===== src/design/cwh_pkg.sv =====
// ----------------------------------------------------------------------------
// cwh_pkg
// Shared widths, register codes and the front-to-back item format of the
// cylinder wall hit test.
// ----------------------------------------------------------------------------
package cwh_pkg;

  localparam int REG_BITS     = 23;
  localparam int REG_IDX_BITS = 2;
  // horizontal offsets of 2^MAG_BITS or more never hit
  localparam int MAG_BITS     = 25;
  localparam int D2_BITS      = 2 * MAG_BITS + 1;
  localparam int ROOT_BITS    = 26;
  localparam int REM_BITS     = ROOT_BITS + 2;
  localparam int RAD_BITS     = REG_BITS + 2;

  localparam logic [REG_IDX_BITS-1:0] REG_HEIGHT = 2'd0;
  localparam logic [REG_IDX_BITS-1:0] REG_INNER  = 2'd1;
  localparam logic [REG_IDX_BITS-1:0] REG_WALL   = 2'd2;

  localparam logic [REG_BITS-1:0] HEIGHT_RST = 23'd65536;
  localparam logic [REG_BITS-1:0] INNER_RST  = 23'd32768;
  localparam logic [REG_BITS-1:0] WALL_RST   = 23'd6554;

  localparam int QDEPTH   = 4;
  localparam int QPTR_BITS = 2;

  typedef struct packed {
    logic hit;
    logic near;
    logic neg_x;
    logic neg_z;
  } ctl_t;

  typedef struct packed {
    ctl_t                 ctl;
    logic [MAG_BITS-1:0]  mag_x;
    logic [MAG_BITS-1:0]  mag_z;
    logic [D2_BITS-1:0]   d2;
  } cls_t;

endpackage


===== src/design/cwh_fifo.sv =====
// ----------------------------------------------------------------------------
// cwh_fifo
// Short first-word-fall-through queue between the front and the back.
// ----------------------------------------------------------------------------
module cwh_fifo #(
  parameter int W = 8
) (
  input  logic         clk,
  input  logic         rst_n,
  input  logic         push,
  input  logic [W-1:0] din,
  output logic         full,
  input  logic         pop,
  output logic [W-1:0] dout,
  output logic         valid
);

  localparam int PB = cwh_pkg::QPTR_BITS;

  logic [W-1:0]  mem [cwh_pkg::QDEPTH];
  logic [PB-1:0] wr_r, rd_r;
  logic [PB:0]   cnt_r;
  logic          do_pop;

  assign full   = cnt_r == (PB + 1)'(cwh_pkg::QDEPTH);
  assign valid  = cnt_r != '0;
  assign do_pop = pop && valid;
  assign dout   = mem[rd_r];

  always_ff @(posedge clk) begin
    if (push) mem[wr_r] <= din;
  end

  always_ff @(posedge clk) begin
    if (!rst_n) begin
      wr_r  <= '0;
      rd_r  <= '0;
      cnt_r <= '0;
    end else begin
      if (push) wr_r <= wr_r + 1'b1;
      if (do_pop) rd_r <= rd_r + 1'b1;
      cnt_r <= cnt_r + (PB + 1)'(push) - (PB + 1)'(do_pop);
    end
  end

endmodule


===== config.mk =====
export PLATFORM = sky130hd
export DESIGN_NAME = cwh_fifo
export DESIGN_NICKNAME = d
export VERILOG_FILES = /design/src/design/cwh_pkg.sv /design/src/design/cwh_fifo.sv
export SDC_FILE = /design/constraint.sdc
export NUM_CORES = 1
export LEC_CHECK = 0
export ABC_AREA = 1
export BUFFER_PORTS_ARGS = -buffer_cell sky130_fd_sc_hd__buf_2
export CORE_MARGIN = 2
export CORE_UTILIZATION = 29
export DETAILED_ROUTE_END_ITERATION = 10
export GPL_TIMING_DRIVEN = 0
export PLACE_DENSITY = 0.47
export SYNTH_ARGS = -nofsm -noshare
export SYNTH_HDL_FRONTEND = slang
export SYNTH_SLANG_ARGS = --single-unit

===== constraint.sdc =====
create_clock -name clk -period 2.2 [get_ports clk]
set_input_delay 0.22 -clock clk [delete_from_list [all_inputs] [get_ports clk]]
set_output_delay 0.22 -clock clk [all_outputs]
set_load 0.01 [all_outputs]

==> flow_summary.yaml, run 1 <==
cts:
  clk_latency_ns: 0.29
  root_buffer: "clkbuf_8"
  cts_setup_buffers: 0
  clock_path_buffers: 2
  clock-sinks: 41
  hold_buffers: 0
  cts_resized: 0
  path_clk_slew_ns: 0.07
  htree_num_levels: 2
  cts_tree: "done"
  numCtsBuffers: 5
synthesis:
  synth.avg_cell_area_um2: 12.1
  yosys.area.top_type_share_pct: 58.1
  syn_nets: 156
  synth_cells: 137
  seq_area_frac_synth_pct: 69.0
  yosysWarnings: 0
  synth_cell_types: 17
  synth-seq-cells: 41
  ys_top_cells_by_area: "edfxtp_1, dfxtp_1, ha_1"
  syn_area_um2: 1650
  synth_top_area_cell: "edfxtp_1"
sta:
  slew_headroom_pct: 73.7
  grt_setup_unrepaired: "false"
  fin_setup_tns_ns: 0
  fin_skew_ns: 0.00465
  clock.fmax_ghz: 0.574
  timing_hold_violations_final: 0
  maxSlewViolCount: 0
  fin_ws_ns: 0.457
  fin_crit_ns: 1.74
  fin_crit_sh_pct: 79.2
  finalSetupViolCount: 0
  tightest_slew_ns: 0.394
layout:
  layout_common_cells: "edfxtp_1, buf_2, nor2_1"
  final_nets: 184
  drive_gt1_share_pct: 20.5
  final_common_cell: "edfxtp_1"
  fin_cells: 238
  fill_cells: 561
  antennaDiodeCount: 0
  area_delta_synth_final_pct: 16.7
power_and_ir_drop:
  intPower_mw: 1.32
  clock_power_share_pct: 23.3
  powerDensity_nw_per_um2: 1010
  seq_power_share_pct: 49.4
  vdd_drop_max_v: 0.000436
  finalPower_mw: 1.94
  total_leakage_power_nw: 0.774
  p_switching_mw: 0.616
  power.share.combinational_pct: 27.3
  p_sw_share_pct: 31.7
critical_path:
  critPathCaptureType: "flip-flop"
  cp_max_fo: 3
  crit_arrival_ns: 1.93
  worst-setup-path-type: "reg2reg"
  crit_required_ns: 2.38
  startpoint_type: "flip-flop"
global_routing:
  grt_antenna_before_repair: 0
  global_route.overflow_total: 0
  grt_pass1_wl_um: 5130
  grt_pass1_vias: 1075
  grtUsageTotal_pct: 11.1
  grt_start_max_net_pins: 13
place:
  dp_cells: 230
  io_buffers: 21
  pre_cts_ws_ns: 0.468
  dp_hpwl_um: 2170
  gp_routability_congestion: 0.672
drt:
  drt-initial-drc-count: 39
  vias_per_cell: 4.43
  wl_per_cell_um: 13.3
  ant_nets: 0
  num_vias: 1054
  routed_wl_um: 3170
  firstDrtPassIters: 6
  drt_drc_violations_left: 0
floorplanning:
  initial_utilization_pct: 30.0
  die-area_um2: 6320
  die_height_um: 79.5
  die_x_um: 79.5
  rows: 27
  ios: 22
  core_um2: 5510
hold_path:
  holdCritPathClass: "in2reg"
outcome:
  status: "complete, no violations"
job:
  cap_violations: 0
[through the flow]
step                      hold WS [ns]  utilization [%]  area, um^2
final                            0.147             35.0        1930
after global routing             0.130             35.0        1930
after CTS                        0.135             35.0        1930
after detailed placement         0.440             33.6        1850
after global placement           0.431             33.6        1850
after floorplan                  0.313                -        1650
[path summary, 6_finish.rpt]
check	start	to	slack [ns]	depth (start not counted)
setup / recovery	cnt_r[1]$_SDFF_PN0_	cnt_r[2]$_SDFF_PN0_	0.46	8
hold / removal	din[0]	mem[1][0]$_DFFE_PP_	0.15	1
setup reg to reg	cnt_r[1]$_SDFF_PN0_	cnt_r[2]$_SDFF_PN0_	0.46	8
hold reg to reg	rd_r[0]$_SDFFE_PN0P_	rd_r[0]$_SDFFE_PN0P_	0.49	2
[layout make-up]
cell class                 count  area, um^2  share of cell area (%)
tap                           72        90.1                    4.67
timing repair buffer          21         105                    5.45
inverter                      17        63.8                    3.31
buffer                         2        22.5                    1.17
clock buffer                   5        68.8                    3.57
sequential                    41        1140                    59.1
clock inverter                 3        12.5                   0.649
multi-input combinational     77         425                    22.0
[Yosys cell counts (all sizes together)]
library cell	count
inv	17
nand2	14
a21oi	5
ha	6
a21boi	1
nand3	2
dfxtp	9
o21ai	18
buf	2
fa	1
nor2	22
edfxtp	32
o22ai	8
[power by group through the flow]
stage          Clock [mW]  Combinational [mW]  Sequential (mW)
4_1_cts             0.468               0.542            0.959
2_1_floorplan           0               0.360            0.956
5_1_grt             0.500               0.619            0.968
3_3_place_gp            0               0.514            0.972
3_5_place_dp            0               0.540            0.976
6_report            0.453               0.529            0.959
[sequential cells by signal, indices dropped and copies added (netlist names), named ones only]
name,cells
cnt_r,3
wr_r,2
rd_r,2
mem,32
[worst max-delay path: stages (launching register included)]
cell      delay (ns)
dfxtp_1         0.33
nor2_1          0.13
a21boi_0        0.10
ha_1            0.29
inv_1           0.04
ha_1            0.18
fa_1            0.38
a21oi_1         0.12
nor2_1          0.06
[routing by layer]
layer | global-route usage, % | part of all wire, % | vias up
li1 | - | - | 525
met4 | 4.66 | 1.5 | 0
met3 | 3.28 | 4.3 | 5
met2 | 19.2 | 50 | 20
met5 | 0 | 0 | -
met1 | 12.7 | 44 | 504
[kinds of logic after synthesis]
group           synth area share (%)
compound gates                  10.9
simple gates                    9.08
flops                           69.0
fa+ha+maj                       5.75
buf+inv                         5.22
Note: power is estimated with default switching activity, not from simulation.
==> run 2: changes to the inputs <==
- clock period: 2.2 -> 1.7 ns (I/O delays scaled with it)
==> run 2 against run 1 <==
- non-clock buffer count grew 2
- combinational power grew 45%
- clock-buffer cell count did not move
- critical endpoint is now cnt_r[1]$_SDFF_PN0_
==> flow_summary.yaml, run 2 (synthesis gave the netlist of run 1 again) <==
place:
  io_buffers: 21
  dpl_cell_area_um2: 1850
  dp_hpwl_um: 2170
  gp_routability_congestion: 0.672
sta:
  timing_hold_violations_final: 0
  slew_headroom_pct: 73.7
  finalSetupViolCount: 0
  fin_skew_ns: 0.00460
  fin_crit_ns: 1.68
  grt_setup_unrepaired: "true"
  clock.fmax_ghz: 0.595
  tightest_slew_ns: 0.393
  maxSlewViolCount: 0
  fin_crit_sh_pct: 98.8
floorplanning:
  die_height_um: 79.5
  die-area_um2: 6320
  initial_utilization_pct: 30.0
  die_x_um: 79.5
  ios: 22
  core_um2: 5510
  rows: 27
cts:
  htree_num_levels: 2
  clock_path_buffers: 2
  clock-sinks: 41
  cts_tree: "done"
  clk_latency_ns: 0.29
  numCtsBuffers: 5
  hold_buffers: 0
  path_clk_slew_ns: 0.07
  root_buffer: "clkbuf_8"
drt:
  ant_nets: 0
  num_vias: 1063
  vias_per_cell: 4.43
  routed_wl_um: 3230
  firstDrtPassIters: 4
  wl_per_cell_um: 13.5
  drt-initial-drc-count: 42
  drt_drc_violations_left: 0
layout:
  top_register: "mem"
  final_cell_area_um2: 1970
  largest_register_ffs: 32
  final_common_cell: "edfxtp_1"
  area_delta_synth_final_pct: 19.2
  layout_common_cells: "edfxtp_1, buf_2, nor2_1"
  drive_gt1_share_pct: 27.4
  antennaDiodeCount: 0
  reg_top3: "mem (32), cnt_r (3)"
  final_nets: 186
power_and_ir_drop:
  finalPower_mw: 2.62
  total_leakage_power_nw: 0.787
  vdd_drop_max_v: 0.000692
  powerDensity_nw_per_um2: 1330
hold_path:
  hold_end: "mem[1][0]$_DFFE_PP_"
  holdCritStartpoint: "din[0]"
  hold_depth: 1
  holdCritPathClass: "in2reg"
critical_path:
  r2r_end: "cnt_r[1]$_SDFF_PN0_"
  crit_chain: "nor2_4, a21boi_2, ha_1, inv_1, ha_2, fa_2, nand2_1, inv_1"
  r2r-start: "cnt_r[1]$_SDFF_PN0_"
  worst_path_max_delay_cell: "fa_2"
  reg2reg_slack_ns: 0.02
  cp_slowest_stage_delay_ns: 0.51
  worst-setup-path-type: "reg2reg"
  crit_required_ns: 1.93
  startpoint_type: "flip-flop"
  critPathCaptureType: "flip-flop"
  crit_arrival_ns: 1.91
  crit_top_cell: "inv_1"
  reg2regPathDepth: 8
  cp_max_fo: 3
global_routing:
  grt_pass1_wl_um: 5210
  grt_antenna_before_repair: 0
  global_route.overflow_total: 0
  grt_pass1_vias: 1085
  grt_start_max_net_pins: 13
  grtUsageTotal_pct: 11.3
job:
  cap_violations: 0
outcome:
  status: "complete, no violations"
[run 2: changes by cell type in the layout (fill, tap and decap cells not counted), sizes merged]
cell / previous run / this run
buf: 23 / 25
[run 2: stage by stage]
stage               util, %  TNS [ns]  std cells  setup slack, ns  hold WS (ns)
finish                 35.8         0        240           0.0199        0.0964
CTS                    35.3         0        239           0.0235        0.0845
global placement       33.6         0        230           0.0151         0.381
global route           35.8   -0.0977        240          -0.0511        0.0796
detailed placement     33.6   -0.0334        230          -0.0324         0.390
floorplan                 -         0        137           0.0757         0.263
[run 2: repair_timing]
item / 4_1_cts / 5_1_grt
setup buffers: 1 / 1
gates resized for setup: 6 / 7
hold endpoints to repair: 0 / 0
pin swaps: 2 / 3
endpoints found under the setup margin: 3 / 10
[run 2: layout make-up]
cell class,instances,area (um^2)
sequential,41,1150
timing repair buffer,23,124
multi-input combinational,77,442
fill,561,3540
clock buffer,5,68.8
clock inverter,3,12.5
tap,72,90.1
inverter,17,63.8
buffer,2,22.5
[run 2: critical path: cells and delay by family (launching register included)]
family,cells,cell delay (ns)
simple gates,2,0.16
fa+ha+maj,3,0.97
buf+inv,2,0.09
compound gates,1,0.06
flops,1,0.35
[run 2: per-layer routing]
| layer | GRT usage, % | wire (um) | vias to the layer above |
|---|---|---|---|
| li1 | - | - | 529 |
| met1 | 12.7 | 1430 | 509 |
| met2 | 19.7 | 1610 | 20 |
| met3 | 3.28 | 137 | 5 |
| met4 | 4.66 | 46 | 0 |
| met5 | 0 | 0 | - |
[run 2: how the worst max path moves through the flow]
stage	cells after the start	startpoint	end	slack [ns]
2_1_floorplan	8	cnt_r[1]$_SDFF_PN0_	cnt_r[2]$_SDFF_PN0_	0.08
3_3_place_gp	8	cnt_r[1]$_SDFF_PN0_	cnt_r[2]$_SDFF_PN0_	0.02
3_5_place_dp	8	cnt_r[1]$_SDFF_PN0_	cnt_r[2]$_SDFF_PN0_	-0.03
4_1_cts	5	flip-flop	dout[0]	0.02
5_1_grt	8	cnt_r[1]$_SDFF_PN0_	cnt_r[1]$_SDFF_PN0_	-0.05
6_report	8	cnt_r[1]$_SDFF_PN0_	cnt_r[1]$_SDFF_PN0_	0.02
[run 2: power breakdown]
| group | switching, mW | total, mW | internal [mW] | leakage [nW] |
|---|---|---|---|---|
| combinational | 0.444 | 0.767 | 0.323 | 0.374 |
| sequential | 0.0808 | 1.26 | 1.18 | 0.370 |
| clock | 0.311 | 0.587 | 0.276 | 0.0430 |
==> run 3: changes to the inputs <==
- BUFFER_PORTS_ARGS: -buffer_cell sky130_fd_sc_hd__buf_2 -> not set
- DONT_BUFFER_PORTS: not set -> 1
- PLACE_DENSITY: 0.47 -> 0.44
==> run 3 against run 2 <==
- the run now ends with negative hold slack left
- via count shrank 6.3%
- worst hold slack lost 0.12 ns
- power is 2.6% lower
- clock power up 1%
- clock skew down 0.0011 ns
- non-clock buffer count is 13 lower
- first-iteration DRC count rose by 26%
- wire length rose by 2.5%
- fmax grew 1.6%
- register-to-register slack gained 0.03 ns
==> flow_summary.yaml, run 3 (synthesis gave the netlist of run 1 again) <==
outcome:
  status: "finished with violations"
  violations: "negative hold slack"
place:
  gp_routability_congestion: 0.767
  io_buffers: 0
  dp_cells: 209
  dp_hpwl_um: 2170
  dpl_cell_area_um2: 1740
cts:
  hold_buffers: 8
  root_buffer: "clkbuf_8"
  clock-sinks: 41
  cts_tree: "done"
  clk_latency_ns: 0.29
  numCtsBuffers: 5
  clock_path_buffers: 2
  path_clk_slew_ns: 0.07
  htree_num_levels: 2
layout:
  area_delta_synth_final_pct: 17.7
  final_common_cell: "edfxtp_1"
  antennaDiodeCount: 0
  drive_gt1_share_pct: 17.4
  fin_cells: 227
  top_register: "mem"
  final_nets: 173
  reg_top3: "mem (32), cnt_r (3)"
  largest_register_ffs: 32
  final_cell_area_um2: 1950
  final_util_pct: 35.3
  fill_cells: 545
  layout_common_cells: "edfxtp_1, nor2_1, inv_1, o21ai_0, nand2_1"
global_routing:
  grt_pass1_wl_um: 5130
  grtUsageTotal_pct: 11.6
  grt_start_max_net_pins: 13
  global_route.overflow_total: 0
  grt_antenna_before_repair: 0
  grt_pass1_vias: 1004
critical_path:
  crit_required_ns: 1.94
  crit_arrival_ns: 1.89
  cp_max_fo: 3
  critPathCaptureType: "flip-flop"
  r2r_end: "cnt_r[1]$_SDFF_PN0_"
  r2r-start: "cnt_r[0]$_SDFF_PN0_"
  startpoint_type: "flip-flop"
  reg2regPathDepth: 8
  worst-setup-path-type: "reg2reg"
  reg2reg_slack_ns: 0.05
drt:
  num_vias: 996
  drt_drc_violations_left: 0
  firstDrtPassIters: 4
  wl_per_cell_um: 14.6
  vias_per_cell: 4.39
  drt-initial-drc-count: 53
  ant_nets: 0
  routed_wl_um: 3310
power_and_ir_drop:
  p_switching_mw: 0.816
  vdd_drop_max_v: 0.000343
  intPower_mw: 1.73
  powerDensity_nw_per_um2: 1310
  p_sw_share_pct: 32.0
  clock_power_share_pct: 23.3
  total_leakage_power_nw: 0.741
  seq_power_share_pct: 49.1
  power.share.combinational_pct: 27.5
sta:
  fin_crit_ns: 1.65
  grt_setup_unrepaired: "true"
  slew_headroom_pct: 71.5
  tightest_slew_ns: 0.427
  holdWs_ns: -0.0215
  maxSlewViolCount: 0
  timing_hold_violations_final: 2
  fin_crit_sh_pct: 97.3
  clock.fmax_ghz: 0.605
  fin_skew_ns: 0.00354
  finalSetupViolCount: 0
floorplanning:
  die-area_um2: 6320
  rows: 27
  core_um2: 5510
  die_x_um: 79.5
  ios: 22
  initial_utilization_pct: 30.0
  die_height_um: 79.5
hold_path:
  hold_end: "cnt_r[1]$_SDFF_PN0_"
  hold_depth: 2
  holdCritStartpoint: "rst_n"
  holdCritPathClass: "in2reg"
job:
  cap_violations: 0
==> run 3: changes by cell type in the layout (fill, tap and decap cells not counted), sizes merged <==
cell	delta
buf	-21
clkbuf	+1
clkinv	-1
dlygate4sd3	+8
==> run 3: how the worst max path moves through the flow <==
stage	from	end	slack [ns]	cells past startpoint
3_5_place_dp	cnt_r[1]$_SDFF_PN0_	cnt_r[2]$_SDFF_PN0_	-0.04	8
6_report	cnt_r[0]$_SDFF_PN0_	cnt_r[1]$_SDFF_PN0_	0.05	8
4_1_cts	cnt_r[1]$_SDFF_PN0_	cnt_r[1]$_SDFF_PN0_	-0.02	8
2_1_floorplan	cnt_r[1]$_SDFF_PN0_	cnt_r[2]$_SDFF_PN0_	0.08	8
3_3_place_gp	cnt_r[1]$_SDFF_PN0_	cnt_r[2]$_SDFF_PN0_	0.008	8
5_1_grt	cnt_r[0]$_SDFF_PN0_	cnt_r[2]$_SDFF_PN0_	-0.03	9
==> run 3: critical path, stage by stage, from the launching register on <==
cell	delay, ns
dfxtp_2	0.34
nor2_2	0.11
a21boi_1	0.07
ha_1	0.28
inv_1	0.04
ha_2	0.16
fa_2	0.52
nand2_2	0.04
inv_1	0.04
==> run 3: layout make-up <==
| type | instances | area [um^2] | share of cell area [%] |
|---|---|---|---|
| Buffer | 2 | 22.5 | 1.16 |
| Clock buffer | 6 | 72.6 | 3.73 |
| Clock inverter | 2 | 10.0 | 0.514 |
| Inverter | 17 | 63.8 | 3.28 |
| Multi-Input combinational cell | 77 | 447 | 23.0 |
| Sequential cell | 41 | 1140 | 58.8 |
| Tap cell | 72 | 90.1 | 4.63 |
| Timing Repair Buffer | 10 | 95.1 | 4.89 |
==> run 3: power groups by stage <==
stage	sequential [mW]	combinational, mW	clock [mW]
finish	1.25	0.701	0.594
global route	1.26	0.800	0.675
CTS	1.24	0.649	0.619
detailed placement	1.26	0.600	0
global placement	1.26	0.570	0
floorplan	1.24	0.466	0
==> run 3: repair_timing <==
item	4_1_cts	5_1_grt
hold endpoints to repair	35	3
pin swaps	0	2
setup endpoints to repair	2	6
resized for setup	2	10
buffers inserted	1	1
==> run 3: per-stage QoR <==
stage	TNS, ns	power (mW)	setup slack [ns]
floorplan	0	1.70	0.0757
global placement	0	1.83	0.00835
detailed placement	-0.0414	1.86	-0.0364
CTS	-0.0162	2.51	-0.0162
global route	-0.0522	2.74	-0.0340
finish	0	2.55	0.0461
==> run 3: routing by layer <==
metal,vias to the layer above,global-route usage [%],routed length [um]
met2,17,18.8,1620
li1,504,-,-
met4,0,4.66,58
met1,470,13.2,1470
met5,-,0,0
met3,5,5.20,160
